### src/svbs_pkg.sv
`default_nettype none
package svbs_pkg;

   localparam int MAX_ENTRIES = 1024;
   localparam int MAX_DIM     = 8;
   localparam int VALUE_BITS  = 16;

   localparam int ROW_BITS    = $clog2(MAX_ENTRIES);
   localparam int IDX_BITS    = $clog2(MAX_DIM);
   localparam int ADDR_BITS   = ROW_BITS + IDX_BITS;
   localparam int TABLE_DEPTH = MAX_ENTRIES * MAX_DIM;
   localparam int Q_BITS      = VALUE_BITS + 1;

   localparam int ENTRY_BITS  = 11;
   localparam int POS_BITS    = 3;
   localparam int COUNT_BITS  = 11;
   localparam int LEN_BITS    = 4;
   localparam int CODE_BITS   = 13;
   localparam int SLOT_BITS   = 11;
   localparam int SUM_BITS    = COUNT_BITS + 1;

   localparam int CSR_IDX_BITS  = 2;
   localparam int CSR_DATA_BITS = 11;

   typedef enum logic [CSR_IDX_BITS-1:0] {
      REG_ENTRY_COUNT   = 2'd0,
      REG_VECTOR_LENGTH = 2'd1
   } reg_index_type;

   localparam logic KIND_LOAD  = 1'b0;
   localparam logic KIND_QUERY = 1'b1;

   typedef enum logic [2:0] {
      ST_IDLE,
      ST_SETUP,
      ST_CHECK,
      ST_READ,
      ST_CMP,
      ST_DONE
   } step_type;

   typedef enum logic [2:0] {
      OP_WAIT,
      OP_INIT,
      OP_MID,
      OP_READ,
      OP_COMPARE,
      OP_EMIT
   } op_type;

   typedef enum logic [2:0] {
      COND_NEVER,
      COND_NO_START,
      COND_EMPTY,
      COND_DIFF,
      COND_MORE,
      COND_BLOCKED
   } cond_code_type;

   typedef struct packed {
      op_type        op;
      cond_code_type cond_a;
      step_type      jump_a;
      cond_code_type cond_b;
      step_type      jump_b;
      step_type      next;
   } ctrl_type;

   typedef struct packed {
      logic start;
      logic empty;
      logic diff;
      logic more;
      logic blocked;
   } cond_type;

   // Search program: one control word per step.
   function automatic ctrl_type ucode(input step_type step);
      ctrl_type w;
      w = '{OP_WAIT, COND_NEVER, ST_IDLE, COND_NEVER, ST_IDLE, ST_IDLE};
      unique case (step)
         ST_IDLE:  w = '{OP_WAIT,    COND_NO_START, ST_IDLE,  COND_NEVER, ST_IDLE, ST_SETUP};
         ST_SETUP: w = '{OP_INIT,    COND_NEVER,    ST_IDLE,  COND_NEVER, ST_IDLE, ST_CHECK};
         ST_CHECK: w = '{OP_MID,     COND_EMPTY,    ST_DONE,  COND_NEVER, ST_IDLE, ST_READ};
         ST_READ:  w = '{OP_READ,    COND_NEVER,    ST_IDLE,  COND_NEVER, ST_IDLE, ST_CMP};
         ST_CMP:   w = '{OP_COMPARE, COND_DIFF,     ST_CHECK, COND_MORE,  ST_READ, ST_DONE};
         ST_DONE:  w = '{OP_EMIT,    COND_BLOCKED,  ST_DONE,  COND_NEVER, ST_IDLE, ST_IDLE};
         default:  w = '{OP_WAIT,    COND_NEVER,    ST_IDLE,  COND_NEVER, ST_IDLE, ST_IDLE};
      endcase
      return w;
   endfunction

   function automatic logic cond_eval(input cond_code_type code, input cond_type c);
      logic r;
      r = 1'b0;
      unique case (code)
         COND_NEVER:    r = 1'b0;
         COND_NO_START: r = !c.start;
         COND_EMPTY:    r = c.empty;
         COND_DIFF:     r = c.diff;
         COND_MORE:     r = c.more;
         COND_BLOCKED:  r = c.blocked;
         default:       r = 1'b0;
      endcase
      return r;
   endfunction

endpackage
`default_nettype wire

### src/svbs_seq.sv
`default_nettype none
module svbs_seq import svbs_pkg::*; (
   input  wire logic     clock,
   input  wire logic     reset,
   input  wire cond_type cond,
   output step_type      step,
   output ctrl_type      ctrl
);

   step_type step_ff, step_in;

   always_ff @(posedge clock) begin
      if (reset) begin
         step_ff <= ST_IDLE;
      end else begin
         step_ff <= step_in;
      end
   end

   // Fetch the control word, then take the first jump whose condition holds.
   always_comb begin
      ctrl = ucode(step_ff);
      if (cond_eval(ctrl.cond_a, cond)) begin
         step_in = ctrl.jump_a;
      end else if (cond_eval(ctrl.cond_b, cond)) begin
         step_in = ctrl.jump_b;
      end else begin
         step_in = ctrl.next;
      end
   end

   assign step = step_ff;

endmodule
`default_nettype wire

### config.mk
export PLATFORM = sky130hd
export DESIGN_NAME = svbs_seq
export DESIGN_NICKNAME = d
export VERILOG_FILES = /design/src/svbs_pkg.sv /design/src/svbs_seq.sv
export SDC_FILE = /design/constraint.sdc
export NUM_CORES = 1
export LEC_CHECK = 0
export ABC_AREA = 1
export BUFFER_PORTS_ARGS = -buffer_cell sky130_fd_sc_hd__buf_2
export CAP_MARGIN = 20
export CORE_AREA = 3 3 40 42
export CTS_BUF_LIST = sky130_fd_sc_hd__clkbuf_8
export DETAILED_ROUTE_END_ITERATION = 8
export DIE_AREA = 0 0 43 45
export HOLD_SLACK_MARGIN = 0.05
export MAX_ROUTING_LAYER = met4
export PLACE_DENSITY = 0.63
export SLEW_MARGIN = 40
export SYNTH_ARGS = -nofsm -noshare
export SYNTH_HDL_FRONTEND = slang
export SYNTH_SLANG_ARGS = --single-unit
export TNS_END_PERCENT = 5
### constraint.sdc
create_clock -name clock -period 1.4 [get_ports clock]
set_input_delay 0.07 -clock clock [delete_from_list [all_inputs] [get_ports clock]]
set_output_delay 0.07 -clock clock [all_outputs]
set_load 0.02 [all_outputs]
==> results of run 1 <==
[layout by cell type (no fill, tap or decap)]
master / synthesis / layout
nor2_1: 2 / 2
conb_1: 1 / 3
nand3_1: 4 / 4
nand2_4: 1 / 1
buf_2: 0 / 24
nand2_1: 14 / 14
nor2_4: 1 / 2
inv_2: 3 / 3
nand2_2: 2 / 2
clkbuf_8: 0 / 3
a21oi_1: 5 / 5
dlygate4sd3_1: 0 / 1
nor2_2: 2 / 1
dfxtp_2: 0 / 3
inv_1: 6 / 7
nand3_2: 1 / 1
nand4_1: 2 / 2
[through the flow]
step / setup slack, ns / instances / utilization / hold WS [ns] / area [sq um]
after floorplan: 0.03357 / 57 / - / 0.1391 / 349.1
after global routing: 0.07121 / 93 / 0.3759 / 0.1601 / 483.0
after global placement: 0.1846 / 88 / 0.3301 / 0.2628 / 424.2
after CTS: 0.04363 / 93 / 0.3729 / 0.1491 / 479.2
final: 0.1744 / 93 / 0.3759 / 0.1434 / 483.0
after detailed placement: 0.1533 / 88 / 0.3301 / 0.2597 / 424.2
[power breakdown]
group / switching (mW) / internal [mW] / total (mW)
registers: 0.0455 / 0.112 / 0.157
clock network: 0.0554 / 0.186 / 0.242
logic: 0.351 / 0.167 / 0.518
[area by class of cell]
| type | instances | area, sq um | area share |
|---|---|---|---|
| tap | 15 | 18.77 | 0.03886 |
| clock inverter | 1 | 3.754 | 0.007772 |
| clock buffer | 3 | 41.29 | 0.08549 |
| sequential | 3 | 63.81 | 0.1321 |
| multi-input combinational | 37 | 191.4 | 0.3964 |
| timing repair buffer | 25 | 130.1 | 0.2694 |
| inverter | 9 | 33.78 | 0.06995 |
[worst reg2reg max path: cells and delay by family, from the launching register on]
family                 cells  cell delay, ns
AOI/OAI and AO/OA          1            0.13
buffers and inverters      2            0.10
DFF                        1            0.44
and+or+nand+nor            5            0.37
[layer usage]
layer / vias up / part of all wire / GRT usage
met4: 0 / 0.029 / 0.06627
met3: 4 / 0.11 / 0.01992
met2: 19 / 0.47 / 0.1497
li1: 205 / - / -
met5: - / 0 / -
met1: 169 / 0.39 / 0.1079
[kinds of logic (layout without fill, tap and decap cells)]
group,after synthesis,in the layout,synth area share
buf+inv,17,38,0.2900
other cells,1,3,0.01114
compound gates,5,5,0.07434
simple gates,29,29,0.4461
flops,3,3,0.1784
[path summary, 6_finish.rpt]
path                       from            endpoint  slack (ns)
max          step[1]$_SDFF_PP0_             ctrl[1]        0.17
min                     cond[2]  step[1]$_SDFF_PP0_        0.14
max reg2reg  step[2]$_SDFF_PP0_  step[2]$_SDFF_PP0_        0.28
min reg2reg  step[2]$_SDFF_PP0_  step[1]$_SDFF_PP0_        0.59
[what timing repair did]
action | 4_1_cts | 5_1_grt
buffers inserted | 0 | 0
hold buffers | 1 | 0
endpoints found under the setup margin | 0 | 7
gates resized for setup | 0 | 3
endpoints found under the hold margin | 3 | 0
==> metrics.txt, run 1 <==
number of flops mapped to enable cells by yosys 0; number of diodes 0; largest buffer count on any clock path 2; skew final 0.001271 ns; peak fanout along the critical path 6; Iter 0 DRT Violations 7; Via density 4.269; Peak VDD IR 0.0005392 V; vias in the first global route 345; crit start category flip-flop; sequential-to-total area share from yosys stat 0.1784; Yosys warnings 0; DP Wirelength 711.1 um; count leader, synth nand2_1; critical path's largest stage delay 0.37 ns; CTS HTree Levels 1; CTS buffer count 3; data arrival time of the critical path 1.16 ns; clock-pin slew on the worst setup and hold paths 0.03 ns; Yosys cell types 16; Total Wirelength 822 um; cell mode on critical path nand2_1; initial antenna violation count 0; setup_tns 0 ns; synthesized area per cell 6.120 sq um; clock root buffer clkbuf_8; Worst R2R Path Depth 8; DRT antenna net count 0; starting density of the core 0.2619; max-cap violations 0; Mapped Cells 55; Finish-stage setup viols 0; hold crit path type primary input to flip-flop; CP Cell Sequence inv_2, nor2_4, nand2_1, nand2_1, buf_2; largest cells by area after synthesis dfxtp_1 18%, buf_4 16%, nand2_1 16%; Leak 0.3194 nW; max-slew violations 0; PortBufs 24; Bufs and invs on worst path 2; Synth Flop Type dfxtp_1; PD cells 1899 nW/um^2; Nets 86; RSZ-0062 raised after global routing no; Largest register FFs 3; I/O pin count 28; Syn Std Cell Area 336.6 sq um; period utilisation layout 0.8754; clk_lat worst skew 0.21 ns; RePlAce Congestion 0.7932; first-pass GRT wire length 1.380 mm; clk sink count 3; final-layout fill cell count 140; total power after layout 0.9171 mW; hold path depth 3; CP Capture Type output port; most frequent cells after synthesis 14 x nand2_1, 7 x buf_4, 6 x inv_1; die height 45 um; crit path kind flip-flop to output port; Die Width 43 um; share of cells above drive strength 1 0.5128; gr ovfl total 0; drt drc 0; Hold Fails Final Rpt 0; FP Rows 13; wire per inst 8.839 um; P&R area growth vs syn 43.49%; Peak Freq 0.8159 GHz; GRT Total Usage 0.09503; Critical Path RT 1.33 ns; ys async rst share 0; outcome finished clean; die area 1935 sq um; Core Area 1285 sq um; minimum clock period 1.226 ns; via count 397; Worst path slowest cell dfxtp_2; share of the synthesized area in the top cell type 0.1784; kind of cell adding the most delay to the critical path flip-flops; largest net degree at the start of global routing 10; Critical Path Stages 5; Yosys reg bits 3; leading area contributor after synthesis dfxtp_1; TritonCTS clock tree done; DRT Pass-1 Iters 2
(Power assumes the default switching activity.)
==> inputs of run 2 (changes only) <==
--- a/config.mk
+++ b/config.mk
@@ -5,7 +5,6 @@
 export SDC_FILE = /design/constraint.sdc
 export NUM_CORES = 1
 export LEC_CHECK = 0
-export ABC_AREA = 1
 export BUFFER_PORTS_ARGS = -buffer_cell sky130_fd_sc_hd__buf_2
 export CAP_MARGIN = 20
 export CORE_AREA = 3 3 40 42
==> metrics.txt, run 2 <==
Total Wirelength 930 um; data arrival time of the critical path 1.25 ns; wire per inst 10.94 um; P&R area growth vs syn 45.29%; setup_tns 0 ns; I/O pin count 28; commonest non-fill, non-tap cell in the layout buf_2; Nets 78; outcome finished clean; Leak 0.2762 nW; Sw Ratio 0.3088; leading area contributor after synthesis dfxtp_1; CP Capture Type output port; crit start category flip-flop; Core Area 1285 sq um; post-cts hold buffer count 0; largest cells by area after synthesis dfxtp_1 17%, buf_4 15%, nor2_1 7.6%; Worst R2R Setup Slack 0.17 ns; clock share of power 0.503; Finish-stage setup viols 0; PD cells 945.3 nW/um^2; Internal Power 0.3278 mW; NetSw 0.1465 mW; ys async rst share 0; share of the synthesized area in the top cell type 0.1739; TritonCTS clock tree done; Hold Fails Final Rpt 0; worst setup path end ctrl[2]; most frequent cells after synthesis 7 x buf_4, 7 x nor2_1; DRT antenna net count 0; clk sink count 3; gr ovfl total 0; peak fanout along the critical path 18; via count 393; pre-CTS setup slack 0.09271 ns; drt drc 0; GRT Total Usage 0.1027; Syn Std Cell Area 345.3 sq um; Yosys cell types 24; clock-pin slew on the worst setup and hold paths 0.03 ns; synthesized area per cell 7.194 sq um; max-cap violations 0; launch point of the critical path step[0]$_SDFF_PP0_; Die Width 43 um; starting density of the core 0.2687; minimum clock period 1.318 ns; RSZ-0062 raised after global routing no; max-slew violations 0; clock root buffer clkbuf_8; vias in the first global route 307; RePlAce Congestion 0.7513; Via density 4.624; share of cells above drive strength 1 0.5571; worst r2r dst step[1]$_SDFF_PP0_; sequential-to-total area share from yosys stat 0.1739; number of flops mapped to enable cells by yosys 0; Synth Flop Type dfxtp_1; Flop pwr share 0.224; FP Rows 13; DRT Pass-1 Iters 2; skew final 0.0008700 ns; Peak VDD IR 0.0004525 V; hold crit path type primary input to flip-flop; combinational share of power 0.272; Peak Freq 0.7589 GHz; first-pass GRT wire length 1.352 mm; Largest register FFs 3; Iter 0 DRT Violations 1; period utilisation layout 0.9412; DP Wirelength 719.3 um; most frequent cells in the layout 24 x buf_2, 7 x nor2_1; initial antenna violation count 0; CTS HTree Levels 1; clk_lat worst skew 0.21 ns; Yosys warnings 0; die area 1935 sq um; number of diodes 0; Mapped Cells 48; Critical Path RT 1.33 ns; die height 45 um; Worst R2R Path Depth 2; Yosys reg bits 3; PortBufs 24; Final WS setup 0.08228 ns; crit path kind flip-flop to output port; largest buffer count on any clock path 2; CTS buffer count 3; largest net degree at the start of global routing 19; FF-to-FF Start step[0]$_SDFF_PP0_
-- run 2: cell types whose count changed after synthesis, moves of 3 or more --
cell | before | now
buf_2 | 0 | 3
inv_1 | 6 | 0
inv_2 | 3 | 0
nand2_1 | 14 | 1
nand3_1 | 4 | 1
nor2_1 | 2 | 7
o21ai_0 | 0 | 3
-- run 2: how the worst min path moves through the flow --
stage	startpoint	end	depth (start not counted)
2_1_floorplan	reset	step[0]$_SDFF_PP0_	1
3_3_place_gp	reset	step[0]$_SDFF_PP0_	2
3_5_place_dp	reset	step[0]$_SDFF_PP0_	2
4_1_cts	reset	step[0]$_SDFF_PP0_	2
5_1_grt	reset	step[0]$_SDFF_PP0_	2
6_report	reset	step[0]$_SDFF_PP0_	2
-- run 2: logic make-up after synthesis --
| family | share of synthesized area |
|---|---|
| flip-flops | 0.1739 |
| buffers and inverters | 0.1956 |
| AO/OA/AOI/OAI | 0.2717 |
| other | 0.01086 |
| AND/OR/NAND/NOR | 0.2935 |
| multiplexers | 0.02899 |
| XOR/XNOR | 0.02537 |
-- run 2: through the flow --
stage               instance area [sq um]    util  cells  total power [mW]  hold WS [ns]
global route                        501.7  0.3905     85            0.5109       0.06715
global placement                    442.9  0.3447     80            0.2370        0.2766
detailed placement                  442.9  0.3447     80            0.2373        0.2840
floorplan                           364.1       -     50            0.2039        0.1317
CTS                                 491.7  0.3827     84            0.4832       0.05927
finish                              501.7  0.3905     85            0.4743       0.06068
-- run 2: per-layer routing --
metal | share of wire | track usage | up-vias
met5 | 0 | - | -
met4 | 0.015 | 0.1084 | 0
met3 | 0.11 | 0.03586 | 2
met2 | 0.46 | 0.1407 | 20
met1 | 0.41 | 0.1103 | 169
li1 | - | - | 202
-- run 2: cell type report --
cell class                 instances  area, sq um
tap                               15        18.77
timing repair buffer              26        135.1
sequential                         3        66.31
clock buffer                       3        41.29
clock inverter                     1        3.754
fill                             139        783.3
multi-input combinational         37        236.5
-- run 2: worst max-delay path, cell delays in order (launching register included) --
cell     delay [ns]
dfxtp_2        0.48
and2b_1        0.25
a21o_1         0.15
buf_2          0.15
-- run 2: power groups by stage --
stage               sequential [mW]  clock [mW]  combinational (mW)
detailed placement            0.108           0               0.129
global placement              0.108           0               0.129
CTS                           0.106       0.248               0.129
finish                        0.106       0.239               0.129
floorplan                     0.104           0              0.0997
global route                  0.109       0.261               0.141
-- run 2: repair_timing --
item | 4_1_cts | 5_1_grt
pin swaps | 0 | 0
gates resized for setup | 2 | 1
endpoints found under the setup margin | 3 | 1
setup buffers | 0 | 1
endpoints found under the hold margin | 0 | 0
==> inputs of run 3 (changes only) <==
--- a/config.mk
+++ b/config.mk
@@ -7,13 +7,16 @@
 export LEC_CHECK = 0
 export BUFFER_PORTS_ARGS = -buffer_cell sky130_fd_sc_hd__buf_2
 export CAP_MARGIN = 20
-export CORE_AREA = 3 3 40 42
+export CELL_PAD_IN_SITES_DETAIL_PLACEMENT = 0
+export CELL_PAD_IN_SITES_GLOBAL_PLACEMENT = 1
+export CORE_AREA = 3 3 42 44
 export CTS_BUF_LIST = sky130_fd_sc_hd__clkbuf_8
 export DETAILED_ROUTE_END_ITERATION = 8
-export DIE_AREA = 0 0 43 45
+export DIE_AREA = 0 0 45 47
+export GPL_TIMING_DRIVEN = 0
 export HOLD_SLACK_MARGIN = 0.05
 export MAX_ROUTING_LAYER = met4
-export PLACE_DENSITY = 0.63
+export PLACE_DENSITY = 0.81
 export SLEW_MARGIN = 40
 export SYNTH_ARGS = -nofsm -noshare
 export SYNTH_HDL_FRONTEND = slang
==> metrics.txt, run 3 (same netlist as run 2, synthesis figures left out) <==
outcome finished clean; first-pass GRT wire length 1.421 mm; commonest non-fill, non-tap cell in the layout buf_2; largest net degree at the start of global routing 11; Finish-stage setup viols 0; Iter 0 DRT Violations 2; Post-Layout Cell Count 98; I/O pin count 28; RSZ-0062 raised after global routing no; clk sink count 3; clock-pin slew on the worst setup and hold paths 0.03 ns; most frequent cells in the layout 24 x buf_2, 11 x buf_4, 7 x nor2_1; met2 WL 394 um; met3 WL post-DR 124 um; uppermost layer routed met3; via count 422; CTS buffer count 3; Via density 4.306; data arrival time of the critical path 1.28 ns; max-cap violations 0; TritonCTS clock tree done; die area 2115 sq um; FF-to-FF Start step[0]$_SDFF_PP0_; DRT antenna net count 0; minimum clock period 1.347 ns; clock root buffer clkbuf_8; skew final 0.003407 ns; Worst R2R Path Depth 3; P&R area growth vs syn 73.19%; max-slew violations 0; drt drc 0; Peak Freq 0.7422 GHz; DP Wirelength 758.2 um; CP Capture Type output port; end of the worst hold path step[1]$_SDFF_PP0_; number of diodes 0; Leak 0.3412 nW; crit start category flip-flop; GRT Total Usage 0.09780; RePlAce Congestion 0.8288; final-layout fill cell count 176; crit path kind flip-flop to output port; wire per inst 10.16 um; initial antenna violation count 0; Nets 90; Die Width 45 um; finished layout cell area 598.1 sq um; die height 47 um; PD cells 845.2 nW/um^2; Largest register FFs 3; Core Area 1471 sq um; Hold Fails Final Rpt 0; M1 WL 477 um; clk_lat worst skew 0.21 ns; Critical Path RT 1.33 ns; PortBufs 24; Peak VDD IR 0.0005194 V; CTS HTree Levels 1; Hold Slack 0.06321 ns; fin util 0.4065; period utilisation layout 0.9624; Placed Instances 90; hold path depth 2; setup_tns 0 ns; vias in the first global route 334; hold crit path type primary input to flip-flop; worst r2r dst step[1]$_SDFF_PP0_; DRT Pass-1 Iters 4; peak fanout along the critical path 10; Worst R2R Setup Slack 0.16 ns; Total Wirelength 996 um; largest buffer count on any clock path 2; share of cells above drive strength 1 0.6098; worst hold start reset; gr ovfl total 0; starting density of the core 0.2347; Placed Area 504.2 sq um; FP Rows 14
==> run 3: cell count changes in the layout (fill, tap and decap cells not counted), sizes merged <==
| cell | delta |
|---|---|
| buf | +11 |
| clkbuf | +1 |
==> run 3: area by class of cell <==
| class | instances | area (sq um) | share of cell area |
|---|---|---|---|
| repair buffers | 28 | 156.4 | 0.2615 |
| flip-flops and latches | 3 | 66.31 | 0.1109 |
| well taps | 16 | 20.02 | 0.03347 |
| plain buffers | 10 | 76.32 | 0.1276 |
| multi-input cells | 37 | 234.0 | 0.3912 |
| clock buffers | 3 | 41.29 | 0.06904 |
| clock inverters | 1 | 3.754 | 0.006276 |
==> run 3: how the worst max path moves through the flow <==
stage | startpoint | cells past startpoint | end | slack [ns]
after detailed placement | step[0]$_SDFF_PP0_ | 5 | ctrl[11] | 0.18
after floorplan | step[1]$_SDFF_PP0_ | 4 | ctrl[11] | 0.04
final | step[0]$_SDFF_PP0_ | 5 | ctrl[11] | 0.05
after CTS | step[0]$_SDFF_PP0_ | 5 | ctrl[11] | 0.003
after global placement | step[0]$_SDFF_PP0_ | 5 | ctrl[11] | 0.19
after global routing | step[2]$_SDFF_PP0_ | 5 | ctrl[11] | 0.008
==> run 3: repair_timing <==
action / 4_1_cts / 5_1_grt
setup buffers: 0 / 4
setup endpoints to repair: 1 / 1
hold buffers: 0 / 0
gates resized for setup: 3 / 4
==> run 3: power breakdown <==
group	switching (mW)	internal [mW]	leakage [nW]
logic	0.0927	0.0735	0.288
registers	0.00692	0.0911	0.0261
clock network	0.0549	0.186	0.0269
total	0.155	0.351	0.341
==> run 3: routing by layer <==
metal  up-vias  track usage
met5         -            -
met4         0      0.03509
li1        222            -
met3         0      0.05364
met2        22       0.1271
met1       178       0.1247
==> run 3: critical path, cell delays in order (launching register included) <==
cell and delay, ns:
dfxtp_4 0.35, buf_6 0.14, and2_2 0.17, a21o_1 0.16, buf_4 0.13, buf_6 0.12
==> run 3: stage by stage <==
stage / worst slack (ns) / total power, mW
3_3_place_gp: 0.1923 / 0.2487
4_1_cts: 0.003354 / 0.5035
2_1_floorplan: 0.03786 / 0.2039
3_5_place_dp: 0.1820 / 0.2498
5_1_grt: 0.007642 / 0.5380
6_report: 0.05269 / 0.5055
